==> src/rtl/ste_pkg.sv <==
// package of shared types and constants for the synaptic trace engine
package ste_pkg;

	localparam int unsigned ACT_W = 3;
	localparam logic [ACT_W-1:0] ACT_CLEAR   = 3'd0;
	localparam logic [ACT_W-1:0] ACT_LOAD    = 3'd1;
	localparam logic [ACT_W-1:0] ACT_SPIKE   = 3'd2;
	localparam logic [ACT_W-1:0] ACT_ADVANCE = 3'd3;
	localparam logic [ACT_W-1:0] ACT_READ    = 3'd4;

	localparam logic [1:0] ST_OK    = 2'd0;
	localparam logic [1:0] ST_FULL  = 2'd1;
	localparam logic [1:0] ST_ORDER = 2'd2;
	localparam logic [1:0] ST_RANGE = 2'd3;

	localparam int unsigned IDX_W = 6;
	localparam int unsigned VAL_W = 16;
	localparam int unsigned SUM_W = 48;
	localparam int unsigned CNT_W = 7;
	localparam logic [VAL_W-1:0] ONE_Q15 = 16'h8000;

	typedef enum logic [2:0] {
		S_IDLE,
		S_EXEC,
		S_FILL,
		S_WALK,
		S_DRAIN,
		S_OUT
	} state_t;

	typedef struct packed {
		logic start;
		logic fill_step;
		logic walk_start;
		logic walk_step;
		logic drain_step;
		logic out_load;
		logic out_take;
	} cmd_t;

	typedef struct packed {
		logic [ACT_W-1:0] action;
		logic             fill_more;
		logic             walk_more;
		logic             pipe_empty;
		logic             out_full;
	} stat_t;

endpackage

==> src/rtl/ste_ctrl.sv <==
// controller state machine for the synaptic trace engine
module ste_ctrl (
	input  logic            clk,
	input  logic            arst_n,
	input  logic            in_fire,
	input  logic            out_fire,
	input  ste_pkg::stat_t  stat,
	output ste_pkg::cmd_t   cmd,
	output logic            busy
);

	ste_pkg::state_t state_q, state_d;

	always_ff @(posedge clk or negedge arst_n) begin
		if (!arst_n) begin
			state_q <= ste_pkg::S_IDLE;
		end else begin
			state_q <= state_d;
		end
	end

	always_comb begin
		state_d = state_q;
		case (state_q)
			ste_pkg::S_IDLE: begin
				if (in_fire) state_d = ste_pkg::S_EXEC;
			end
			ste_pkg::S_EXEC: begin
				if (stat.action == ste_pkg::ACT_LOAD && stat.fill_more) begin
					state_d = ste_pkg::S_FILL;
				end else if (stat.action == ste_pkg::ACT_ADVANCE ||
				             stat.action == ste_pkg::ACT_READ) begin
					state_d = ste_pkg::S_WALK;
				end else begin
					state_d = ste_pkg::S_OUT;
				end
			end
			ste_pkg::S_FILL: begin
				if (!stat.fill_more) state_d = ste_pkg::S_OUT;
			end
			ste_pkg::S_WALK: begin
				if (!stat.walk_more) state_d = ste_pkg::S_DRAIN;
			end
			ste_pkg::S_DRAIN: begin
				if (stat.pipe_empty) state_d = ste_pkg::S_OUT;
			end
			ste_pkg::S_OUT: begin
				if (!stat.out_full || out_fire) state_d = ste_pkg::S_IDLE;
			end
			default: state_d = ste_pkg::S_IDLE;
		endcase
	end

	always_comb begin
		cmd = '0;
		busy = (state_q != ste_pkg::S_IDLE);
		case (state_q)
			ste_pkg::S_IDLE: cmd.start = in_fire;
			ste_pkg::S_EXEC: cmd.walk_start = 1'b1;
			ste_pkg::S_FILL: cmd.fill_step = 1'b1;
			ste_pkg::S_WALK: cmd.walk_step = 1'b1;
			ste_pkg::S_DRAIN: cmd.drain_step = 1'b1;
			ste_pkg::S_OUT: cmd.out_load = !stat.out_full || out_fire;
			default: cmd = '0;
		endcase
		cmd.out_take = out_fire;
	end

endmodule

==> config.mk <==
export PLATFORM = sky130hd
export DESIGN_NAME = ste_ctrl
export DESIGN_NICKNAME = d
export VERILOG_FILES = /design/src/rtl/ste_pkg.sv /design/src/rtl/ste_ctrl.sv
export SDC_FILE = /design/constraint.sdc
export NUM_CORES = 1
export LEC_CHECK = 0
export ABC_AREA = 1
export BUFFER_PORTS_ARGS = -buffer_cell sky130_fd_sc_hd__buf_2
export CAP_MARGIN = 10
export CORE_AREA = 2 2 39 41
export DETAILED_ROUTE_END_ITERATION = 6
export DIE_AREA = 0 0 41 43
export MAX_ROUTING_LAYER = met4
export PLACE_DENSITY = 0.52
export SYNTH_ARGS = -nofsm -noshare
export SYNTH_HDL_FRONTEND = slang
export SYNTH_SLANG_ARGS = --single-unit
==> constraint.sdc <==
create_clock -name clk -period 1.5 [get_ports clk]
set_input_delay 0.075 -clock clk [delete_from_list [all_inputs] [get_ports clk]]
set_output_delay 0.075 -clock clk [all_outputs]
set_load 0.05 [all_outputs]
==> out/metrics.csv, run 1 <==
metric;value;unit
most frequently used flop master after synthesis;dfrtp_1;
total power;1.278;mW
dominant cell type by area after synthesis;nand2_1;
postcts setup bufs;0;
synth cell count leaders;nand2_1 (24), nor2_1 (13), inv_1 (12);
Post-Synthesis Cell Area;395.4;um^2
Cell Pwr Density;2391;mW/mm^2
Post-Syn Nets;85;
Hold/Removal Path Class;input pin to asynchronous set/reset pin;
number of max-cap violations;0;
Vias;496;
Synth Warn #;0;
Sw Share;62.30;%
clock skew;0.01016;ns
fmax;718.2;MHz
Die Span X;41;um
Regs by FF count;state_q: 3 flops;
CP Cell Sequence;nor2_2 -> nand2_1 -> nor2_4 -> clkbuf_4;
TritonRoute pass-1 iters;4;
final slew viol count;0;
largest net degree at the start of global routing;9;
Clk Tree Root Cell;clkbuf_4;
DP Wirelength;829.2;um
H-tree depth;1;
clock slew at reported path FFs;0.04;ns
TNS Setup;0;ns
status;complete, no violations;
routed wire length;981;um
M1 GR Usage;17.21;%
Post-Synthesis Cells;74;
r2r worst-path depth;7;
Period minus WS final;1.392;ns
core area;0.001384;mm^2
Largest register FFs;3;
I/O Pins;19;
GRT busiest layer;met2;
post-synth top area share;22.78;%
PortBufs;18;
WL per Instance;8.838;um
CP max stage delay;0.47;ns
internal power;481.7;uW
Critical Path RT;1.42;ns
top-count cell post-synth;nand2_1;
clock power share;11.4;%
first-pass GRT wire length;1656;um
vias in the first global route;422;
sequential share of the synthesized area;18.99;%
Async SR Flop Fraction;100.0;%
initial core utilization;28.57;%
Placement Cell Area;494.2;um^2
GRT Total Usage;14.86;%
Hold Fails Final Rpt;0;
EDFF count, synth;0;
final setup fails;0;
RSZ-0062 raised after global routing;no;
Cell Count, Final, Fillers Out;111;
Setup crit end kind;output pin;
sequential share of power;18.0;%
initial antenna violation count;0;
Syn-to-layout area delta;35.13;%
switching power summed over all nets;795.9;uW
fin area;534.3;um^2
Crit Path Max Fanout;8;
vias per cell;4.468;
synth top area cells;nand2_1 (23%), dfrtp_1 (19%), nor2_1 (12%);
period utilisation layout;92.83;%
Gate power share;70.6;%
TritonCTS buffer count;3;
crit path max-delay cell type;dfrtp_2;
grt met3 use;4.712;%
Worst-Margin Slew;0.2832;ns
flops & latches, synth;3;
# DRC;0;
Biggest register;state_q;
Max VDD drop;0.8919;mV
Die Ht;43;um
CTS sink count;3;
Detail Route Antenna Nets;0;
Worst slew margin;81.12;%
Finished Core Util;38.61;%
gr ovfl total;0;
Arr. time, crit path;1.32;ns
Cell Rows;14;
Worst Setup Path Type;flop to output pin;
fin nets;107;
Avg Cell Area, Syn;5.343;um^2
antenna cells;0;
CTS tree;done;
worst-skew pair later-pin latency;0.24;ns
Synth cell types;15;
leak pwr;0.3338;nW
placed instance count;106;
CTS max path bufs;2;
die area;0.001763;mm^2
gpl congestion;0.7998;
met2 Resource Use GR;20.94;%
fraction of layout instances using a drive strength above 1;32.63;%
DR iter-0 viols;16;
startpoint types;flop;
[final timing paths]
check / from / to / slack [ns]
worst max-delay path: state_q[1]$_DFFE_PN0P_ / cmd[6] / 0.11
worst min-delay path: arst_n / state_q[0]$_DFFE_PN0P_ / 0.16
worst max register to register: state_q[2]$_DFFE_PN0P_ / state_q[1]$_DFFE_PN0P_ / 0.31
worst min register to register: state_q[1]$_DFFE_PN0P_ / state_q[1]$_DFFE_PN0P_ / 0.62
max in group asynchronous: arst_n / state_q[2]$_DFFE_PN0P_ / 1.21
min in group clk: stat[6] / state_q[1]$_DFFE_PN0P_ / 0.20
[layout by cell type (no fill, tap or decap)]
cell	instances
nor2_4	1
clkbuf_1	1
inv_2	2
a21oi_2	1
nor2_1	12
dfrtp_1	2
nand2_1	24
nand4_1	2
nor3_2	1
nand3_2	1
clkbuf_4	4
nand3_1	9
buf_2	17
nor2_2	2
dfrtp_2	1
inv_4	1
dlygate4sd3_1	1
o21ai_1	1
inv_1	12
[layout make-up]
class	instances	area, um^2
Timing Repair Buffer	19	102.6
Fill cell	169	849.6
Sequential cell	3	76.32
Clock buffer	4	26.28
Multi-Input combinational cell	54	250.2
Inverter	15	58.81
Tap cell	16	20.02
[worst max-delay path: cells and delay by family, from the launching register on]
family / cells / cell delay, ns
flops: 1 / 0.47
simple gates: 3 / 0.39
buf+inv: 1 / 0.22
[metrics by stage]
| step | hold slack, ns | setup WS, ns |
|---|---|---|
| detailed placement | -0.1204 | 0.2880 |
| CTS | 0.1628 | 0.02907 |
| floorplan | -0.2206 | 0.04796 |
| global placement | -0.1224 | 0.2767 |
| finish | 0.1618 | 0.1076 |
| global route | 0.1670 | 0.01056 |
[timing repair]
action / 4_1_cts / 5_1_grt
endpoints found under the hold margin: 3 / 0
resized for setup: 0 / 2
hold buffers: 1 / 0
endpoints found under the setup margin: 0 / 1
[metal layers]
layer	up-vias	routed length [um]
met5	-	0
met3	2	57
met4	0	10
met1	206	438
met2	22	474
li1	266	-
[logic make-up after synthesis]
logic type / synth area share [%]
AND/OR/NAND/NOR: 57.91
buffers and inverters: 19.62
flip-flops: 18.99
AO/OA/AOI/OAI: 3.480
[power groups by stage]
| stage | clock [mW] | sequential (mW) | combinational (mW) |
|---|---|---|---|
| 2_1_floorplan | 0 | 0.179 | 0.795 |
| 3_3_place_gp | 0 | 0.226 | 0.906 |
| 3_5_place_dp | 0 | 0.225 | 0.900 |
| 4_1_cts | 0.151 | 0.225 | 0.903 |
| 5_1_grt | 0.161 | 0.235 | 0.999 |
| 6_report | 0.146 | 0.230 | 0.902 |
(Power assumes the default switching activity.)
==> run 2, diff against run 1 <==
- ABC_AREA: 1 -> 0
- PLACE_DENSITY: 0.52 -> 0.45
==> run 2 against run 1 <==
Clock skew is 0.0091 ns lower. Sequential share of layout area is 2.6 points higher. Power is 25% lower. Synthesized cell count is 50% lower. First-iteration DRC count is 56% lower. Non-clock buffer count stayed put. Via count is 31% lower. Critical endpoint unchanged. Core utilization is 5.3 points lower. Final cell count is 33% lower. Global-route usage is 6.2 points lower. Largest power group unchanged. Sequential power is 15% lower. Final area is 14% lower.
==> out/metrics.csv, run 2 <==
metric;value;unit;change
Syn-to-layout area delta;55.27;%;
core area;0.001384;mm^2;unchanged
Period minus WS final;1.436;ns;+0.04381 ns
sequential share of the synthesized area;25.32;%;+6.3 points
# DRC;0;;unchanged
internal power;434.2;uW;-9.8%
Setup crit end kind;output pin;;
Synth cell types;23;;+8
top-count cell post-synth;nor2_1;;
gpl congestion;0.6831;;-15%
Biggest register;state_q;;
Worst Setup Path Type;flop to output pin;;
worst-skew pair later-pin latency;0.23;ns;about the same
Gate power share;64.7;%;-5.9 points
PortBufs;18;;unchanged
CTS max path bufs;2;;unchanged
final slew viol count;0;;unchanged
Clk Tree Root Cell;clkbuf_4;;
TritonCTS buffer count;3;;unchanged
most frequently used flop master after synthesis;dfrtp_1;;
WL per Instance;10.31;um;+17%
EDFF count, synth;0;;unchanged
switching power summed over all nets;520.5;uW;-35%
Post-Syn Nets;48;;-44%
vias in the first global route;281;;-33%
vias per cell;4.622;;+3.4%
clock slew at reported path FFs;0.04;ns;about the same
Crit Path Max Fanout;9;;+1
I/O Pins;19;;unchanged
GRT Total Usage;8.669;%;-6.2 points
flops & latches, synth;3;;unchanged
fmax;696.3;MHz;-3.1%
Arr. time, crit path;1.36;ns;+0.04 ns
R2R Setup Slk;0.27;ns;-0.04 ns
status;complete, no violations;;
DR iter-0 viols;7;;-9
TritonRoute pass-1 iters;2;;-2
fraction of layout instances using a drive strength above 1;53.45;%;+21 points
routed wire length;763;um;-22%
TNS Setup;0;ns;unchanged
Regs by FF count;state_q: 3 flops;;
sequential share of power;20.5;%;+2.5 points
Sw Share;54.52;%;-7.8 points
Async SR Flop Fraction;100.0;%;unchanged
Largest register FFs;3;;unchanged
total power;954.7;uW;-25%
Avg Cell Area, Syn;8.014;um^2;+50%
Synth Warn #;0;;unchanged
slack of the critical path;0.06379;ns;-0.04381 ns
Final Hold Slack;0.1684;ns;+0.006604 ns
fin nets;70;;-35%
clock power share;14.8;%;+3.4 points
post-synth top area share;25.32;%;+2.5 points
period utilisation layout;95.75;%;+2.9 points
number of max-cap violations;0;;unchanged
Vias;342;;-31%
synth cell count leaders;nor2_1 (5), a21oi_1 (3), dfrtp_1 (3), inv_1 (3), nor3_1 (3);;
Post-Synthesis Cell Area;296.5;um^2;-25%
Post-Synthesis Cells;37;;-50%
Cell Pwr Density;2074;mW/mm^2;-13%
die area;0.001763;mm^2;unchanged
DP Wirelength;626.7;um;-24%
synth top area cells;dfrtp_1 (25%), nor2_1 (6.3%), a21oi_1 (5.1%);;
dominant cell type by area after synthesis;dfrtp_1;;
clock skew;0.001104;ns;-0.009055 ns
initial core utilization;21.43;%;-7.1 points
Detail Route Antenna Nets;0;;unchanged
Cell Rows;14;;unchanged
final setup fails;0;;unchanged
Die Ht;43;um;unchanged
startpoint types;flop;;
worst slack at placement;0.1843;ns;-0.1037 ns
largest net degree at the start of global routing;12;;+3
postcts setup bufs;0;;unchanged
antenna cells;0;;unchanged
Critical Path RT;1.42;ns;about the same
Hold Fails Final Rpt;0;;unchanged
CTS tree;done;;
most frequent cells in the layout;buf_2 (16), nor2_1 (4), inv_1 (3), a21oi_1 (3), clkbuf_4 (3);;
leak pwr;0.2177;nW;-35%
commonest non-fill, non-tap cell in the layout;buf_2;;
H-tree depth;1;;unchanged
first-pass GRT wire length;1055;um;-36%
Die Span X;41;um;unchanged
initial antenna violation count;0;;unchanged
CTS sink count;3;;unchanged
Hold/Removal Path Class;input pin to asynchronous set/reset pin;;
Worst slew margin;78.61;%;-2.5 points
Worst-Margin Slew;0.3179;ns;+0.03468 ns
RSZ-0062 raised after global routing;no;;
gr ovfl total;0;;unchanged
Max VDD drop;0.5511;mV;-38%
## run 2: changes by cell type in the layout (fill, tap and decap cells not counted), moves of 2 or more
cell / previous run / this run
nand2_1: 24 / 0
inv_1: 12 / 3
nand3_1: 9 / 0
nor2_1: 12 / 4
a21oi_1: 0 / 3
inv_2: 2 / 0
nand4_1: 2 / 0
nor2_2: 2 / 0
o21ai_0: 0 / 2
## run 2: power by group through the flow
stage                     clock network (mW)  registers [mW]  logic (mW)
after floorplan                            0           0.161       0.519
after global placement                     0           0.196       0.608
after detailed placement                   0           0.191       0.605
after CTS                              0.146           0.192       0.620
after global routing                   0.149           0.205       0.668
final                                  0.141           0.196       0.618
## run 2: path summary, 6_finish.rpt
| kind | startpoint | to | cells after the start |
|---|---|---|---|
| setup / recovery | state_q[2]$_DFFE_PN0P_ | cmd[6] | 3 |
| hold / removal | arst_n | state_q[1]$_DFFE_PN0P_ | 2 |
| setup reg to reg | state_q[1]$_DFFE_PN0P_ | state_q[0]$_DFFE_PN0P_ | 3 |
| hold reg to reg | state_q[2]$_DFFE_PN0P_ | state_q[1]$_DFFE_PN0P_ | 2 |
| max in group asynchronous | arst_n | state_q[2]$_DFFE_PN0P_ | 2 |
| min in group clk | stat[0] | state_q[2]$_DFFE_PN0P_ | 3 |
## run 2: per-stage QoR
stage | util [%] | cells | area [um^2]
finish | 33.27 | 74 | 460.4
global route | 33.27 | 74 | 460.4
CTS | 32.91 | 74 | 455.4
detailed placement | 29.84 | 69 | 412.9
global placement | 29.84 | 69 | 412.9
floorplan | - | 37 | 317.8
## run 2: kinds of logic (layout without fill, tap and decap cells)
| family | after synthesis | in the layout | share of synthesized area, % |
|---|---|---|---|
| buffers and inverters | 5 | 26 | 8.859 |
| DFF | 3 | 3 | 25.32 |
| AOI/OAI and AO/OA | 9 | 9 | 22.36 |
| and+or+nand+nor | 19 | 19 | 40.09 |
| muxes | 1 | 1 | 3.376 |
## run 2: area by class of cell
class	count	area (um^2)
clock buffers	4	26.28
fillers	146	923.4
inverters	3	11.26
multi-input cells	29	216.5
flip-flops and latches	3	77.57
well taps	16	20.02
repair buffers	19	108.9
## run 2: worst max-delay path: stages (launching register included)
cell and delay, ns:
dfrtp_2 0.45, or3_4 0.42, nor2_4 0.11, buf_6 0.15
## run 2: repair_timing
action,4_1_cts,5_1_grt
hold endpoints to repair,3,0
hold buffers,1,0
resized for setup,3,2
endpoints found under the setup margin,2,2
## run 2: routing by layer
metal / routed length [um] / vias up / track usage [%]
met5: 0 / - / -
met2: 370 / 13 / 13.75
met4: 0 / 0 / 4.000
met1: 335 / 150 / 11.04
met3: 58 / 0 / 0
li1: - / 179 / -
==> run 3, diff against run 2 <==
- PLACE_DENSITY: 0.45 -> 0.52
==> run 3 against run 2 <==
Final area stayed put. Sequential share of layout area stayed put. Non-clock buffer count stayed put. Clock power hardly changed. Via count is 1.8% higher. Critical endpoint unchanged. Critical path depth stayed put. Final cell count stayed put. Worst hold slack better by 0.0059 ns.
==> out/metrics.csv, run 3 (synthesized netlist as in run 2, its figures left out) <==
metric;value;unit;change
gpl congestion;0.6750;;-1.2%
clock skew;0.006545;ns;+0.005441 ns
commonest non-fill, non-tap cell in the layout;buf_2;;
M1 GR Usage;13.50;%;+2.5 points
clock slew at reported path FFs;0.04;ns;about the same
Crit Path Max Fanout;11;;+2
Worst-Margin Slew;0.3269;ns;+0.009001 ns
CP max stage delay;0.46;ns;about the same
Regs by FF count;state_q: 3 flops;;
Largest register FFs;3;;unchanged
startpoint types;flop;;
routed wire length;788;um;+3.3%
Worst Setup Path Type;flop to output pin;;
leak pwr;0.2163;nW;-0.61%
initial core utilization;21.43;%;unchanged
period utilisation layout;96.25;%;+0.51 points
CTS tree;done;;
gr ovfl total;0;;unchanged
WP buf/inv;1;;unchanged
first-pass GRT wire length;1228;um;+16%
Biggest register;state_q;;
R2R Setup Slk;0.27;ns;about the same
die area;0.001763;mm^2;unchanged
final slew viol count;0;;unchanged
GRT busiest layer;met2;;
met2 Resource Use GR;14.06;%;+0.31 points
Hold Fails Final Rpt;0;;unchanged
final setup fails;0;;unchanged
fin nets;70;;unchanged
grt met3 use;0;%;unchanged
WL per Instance;10.65;um;+3.3%
largest net degree at the start of global routing;12;;unchanged
most frequent cells in the layout;buf_2 (16), nor2_1 (4), a21oi_1 (3), clkbuf_4 (3);;
Critical Path RT;1.42;ns;about the same
TritonRoute pass-1 iters;4;;+2
fraction of layout instances using a drive strength above 1;55.17;%;+1.7 points
antenna cells;0;;unchanged
# DRC;0;;unchanged
GRT Total Usage;10.19;%;+1.5 points
I/O Pins;19;;unchanged
CTS sink count;3;;unchanged
Hold/Removal Path Class;input pin to asynchronous set/reset pin;;
Vias;348;;+1.8%
CTS max path bufs;2;;unchanged
crit path max-delay cell type;dfrtp_2;;
postcts setup bufs;0;;unchanged
CP Cell Sequence;or3_4 -> nor2_4 -> buf_6;;
vias per cell;4.703;;+1.8%
status;complete, no violations;;
RSZ-0062 raised after global routing;no;;
worst-skew pair later-pin latency;0.23;ns;about the same
Cell Pwr Density;2090;mW/mm^2;+0.81%
number of max-cap violations;0;;unchanged
DP Wirelength;609.8;um;-2.7%
TNS Setup;0;ns;unchanged
TritonCTS buffer count;3;;unchanged
initial antenna violation count;0;;unchanged
Syn-to-layout area delta;55.27;%;unchanged
Detail Route Antenna Nets;0;;unchanged
DR iter-0 viols;10;;+3
Period minus WS final;1.444;ns;+0.007588 ns
core area;0.001384;mm^2;unchanged
Cell Rows;14;;unchanged
fmax;692.6;MHz;-0.53%
FILL cells;147;;+0.68%
Max VDD drop;0.4665;mV;-15%
Die Span X;41;um;unchanged
Setup crit end kind;output pin;;
Clk Tree Root Cell;clkbuf_4;;
placed instance count;69;;unchanged
PortBufs;18;;unchanged
Die Ht;43;um;unchanged
H-tree depth;1;;unchanged
CP delay by family, top;simple AND/OR/NAND/NOR gates;;
Cell Count, Final, Fillers Out;74;;unchanged
Arr. time, crit path;1.37;ns;about the same
vias in the first global route;323;;+15%
Worst slew margin;78.00;%;-0.61 points
==> run 3: worst reg2reg max path: cells and delay by family, from the launching register on <==
family           cells  cell delay (ns)
AO/OA/AOI/OAI        2             0.43
flip-flops           1             0.46
AND/OR/NAND/NOR      1             0.23
==> run 3: final timing paths <==
| path | cells past startpoint | end | from |
|---|---|---|---|
| setup / recovery | 3 | cmd[6] | state_q[1]$_DFFE_PN0P_ |
| hold / removal | 2 | state_q[0]$_DFFE_PN0P_ | arst_n |
| setup reg to reg | 3 | state_q[0]$_DFFE_PN0P_ | state_q[1]$_DFFE_PN0P_ |
| hold reg to reg | 2 | state_q[1]$_DFFE_PN0P_ | state_q[2]$_DFFE_PN0P_ |
| max in group asynchronous | 2 | state_q[2]$_DFFE_PN0P_ | arst_n |
| min in group clk | 3 | state_q[1]$_DFFE_PN0P_ | stat[2] |
==> run 3: report_power, final <==
group          total, mW  internal [mW]  switching (mW)  leakage (nW)
clock              0.142         0.0998          0.0425        0.0150
combinational      0.620          0.214           0.406         0.168
sequential         0.200          0.122          0.0785        0.0338
==> run 3: cell type report <==
type / instances / area [um^2] / share of cell area, %
well taps: 16 / 20.02 / 4.348
clock buffers: 4 / 26.28 / 5.707
inverters: 3 / 11.26 / 2.446
multi-input cells: 29 / 216.5 / 47.01
repair buffers: 19 / 108.9 / 23.64
flip-flops and latches: 3 / 77.57 / 16.85
==> run 3: per-stage QoR <==
stage	area [um^2]	util [%]	setup slack [ns]	total power [mW]	hold slack (ns)
floorplan	317.8	-	0.003277	0.6792	-0.2206
global placement	412.9	29.84	0.1858	0.7980	-0.1252
detailed placement	412.9	29.84	0.1843	0.7941	-0.1271
CTS	456.7	33.00	0.01687	0.9648	0.1566
global route	460.4	33.27	0.004507	1.033	0.1876
finish	460.4	33.27	0.05620	0.9625	0.1743
==> run 3: what timing repair did <==
action,4_1_cts,5_1_grt
hold endpoints to repair,3,0
hold buffers,1,0
setup endpoints to repair,2,2
pin swaps,0,0
resized for setup,4,2
==> run 3: metal layers <==
layer  up-vias  wire (um)  part of all wire (%)
li1        176          -                     -
met3         0         72                   9.1
met2        20        354                    45
met1       152        360                    46
met5         -          0                     0
met4         0          0                     0
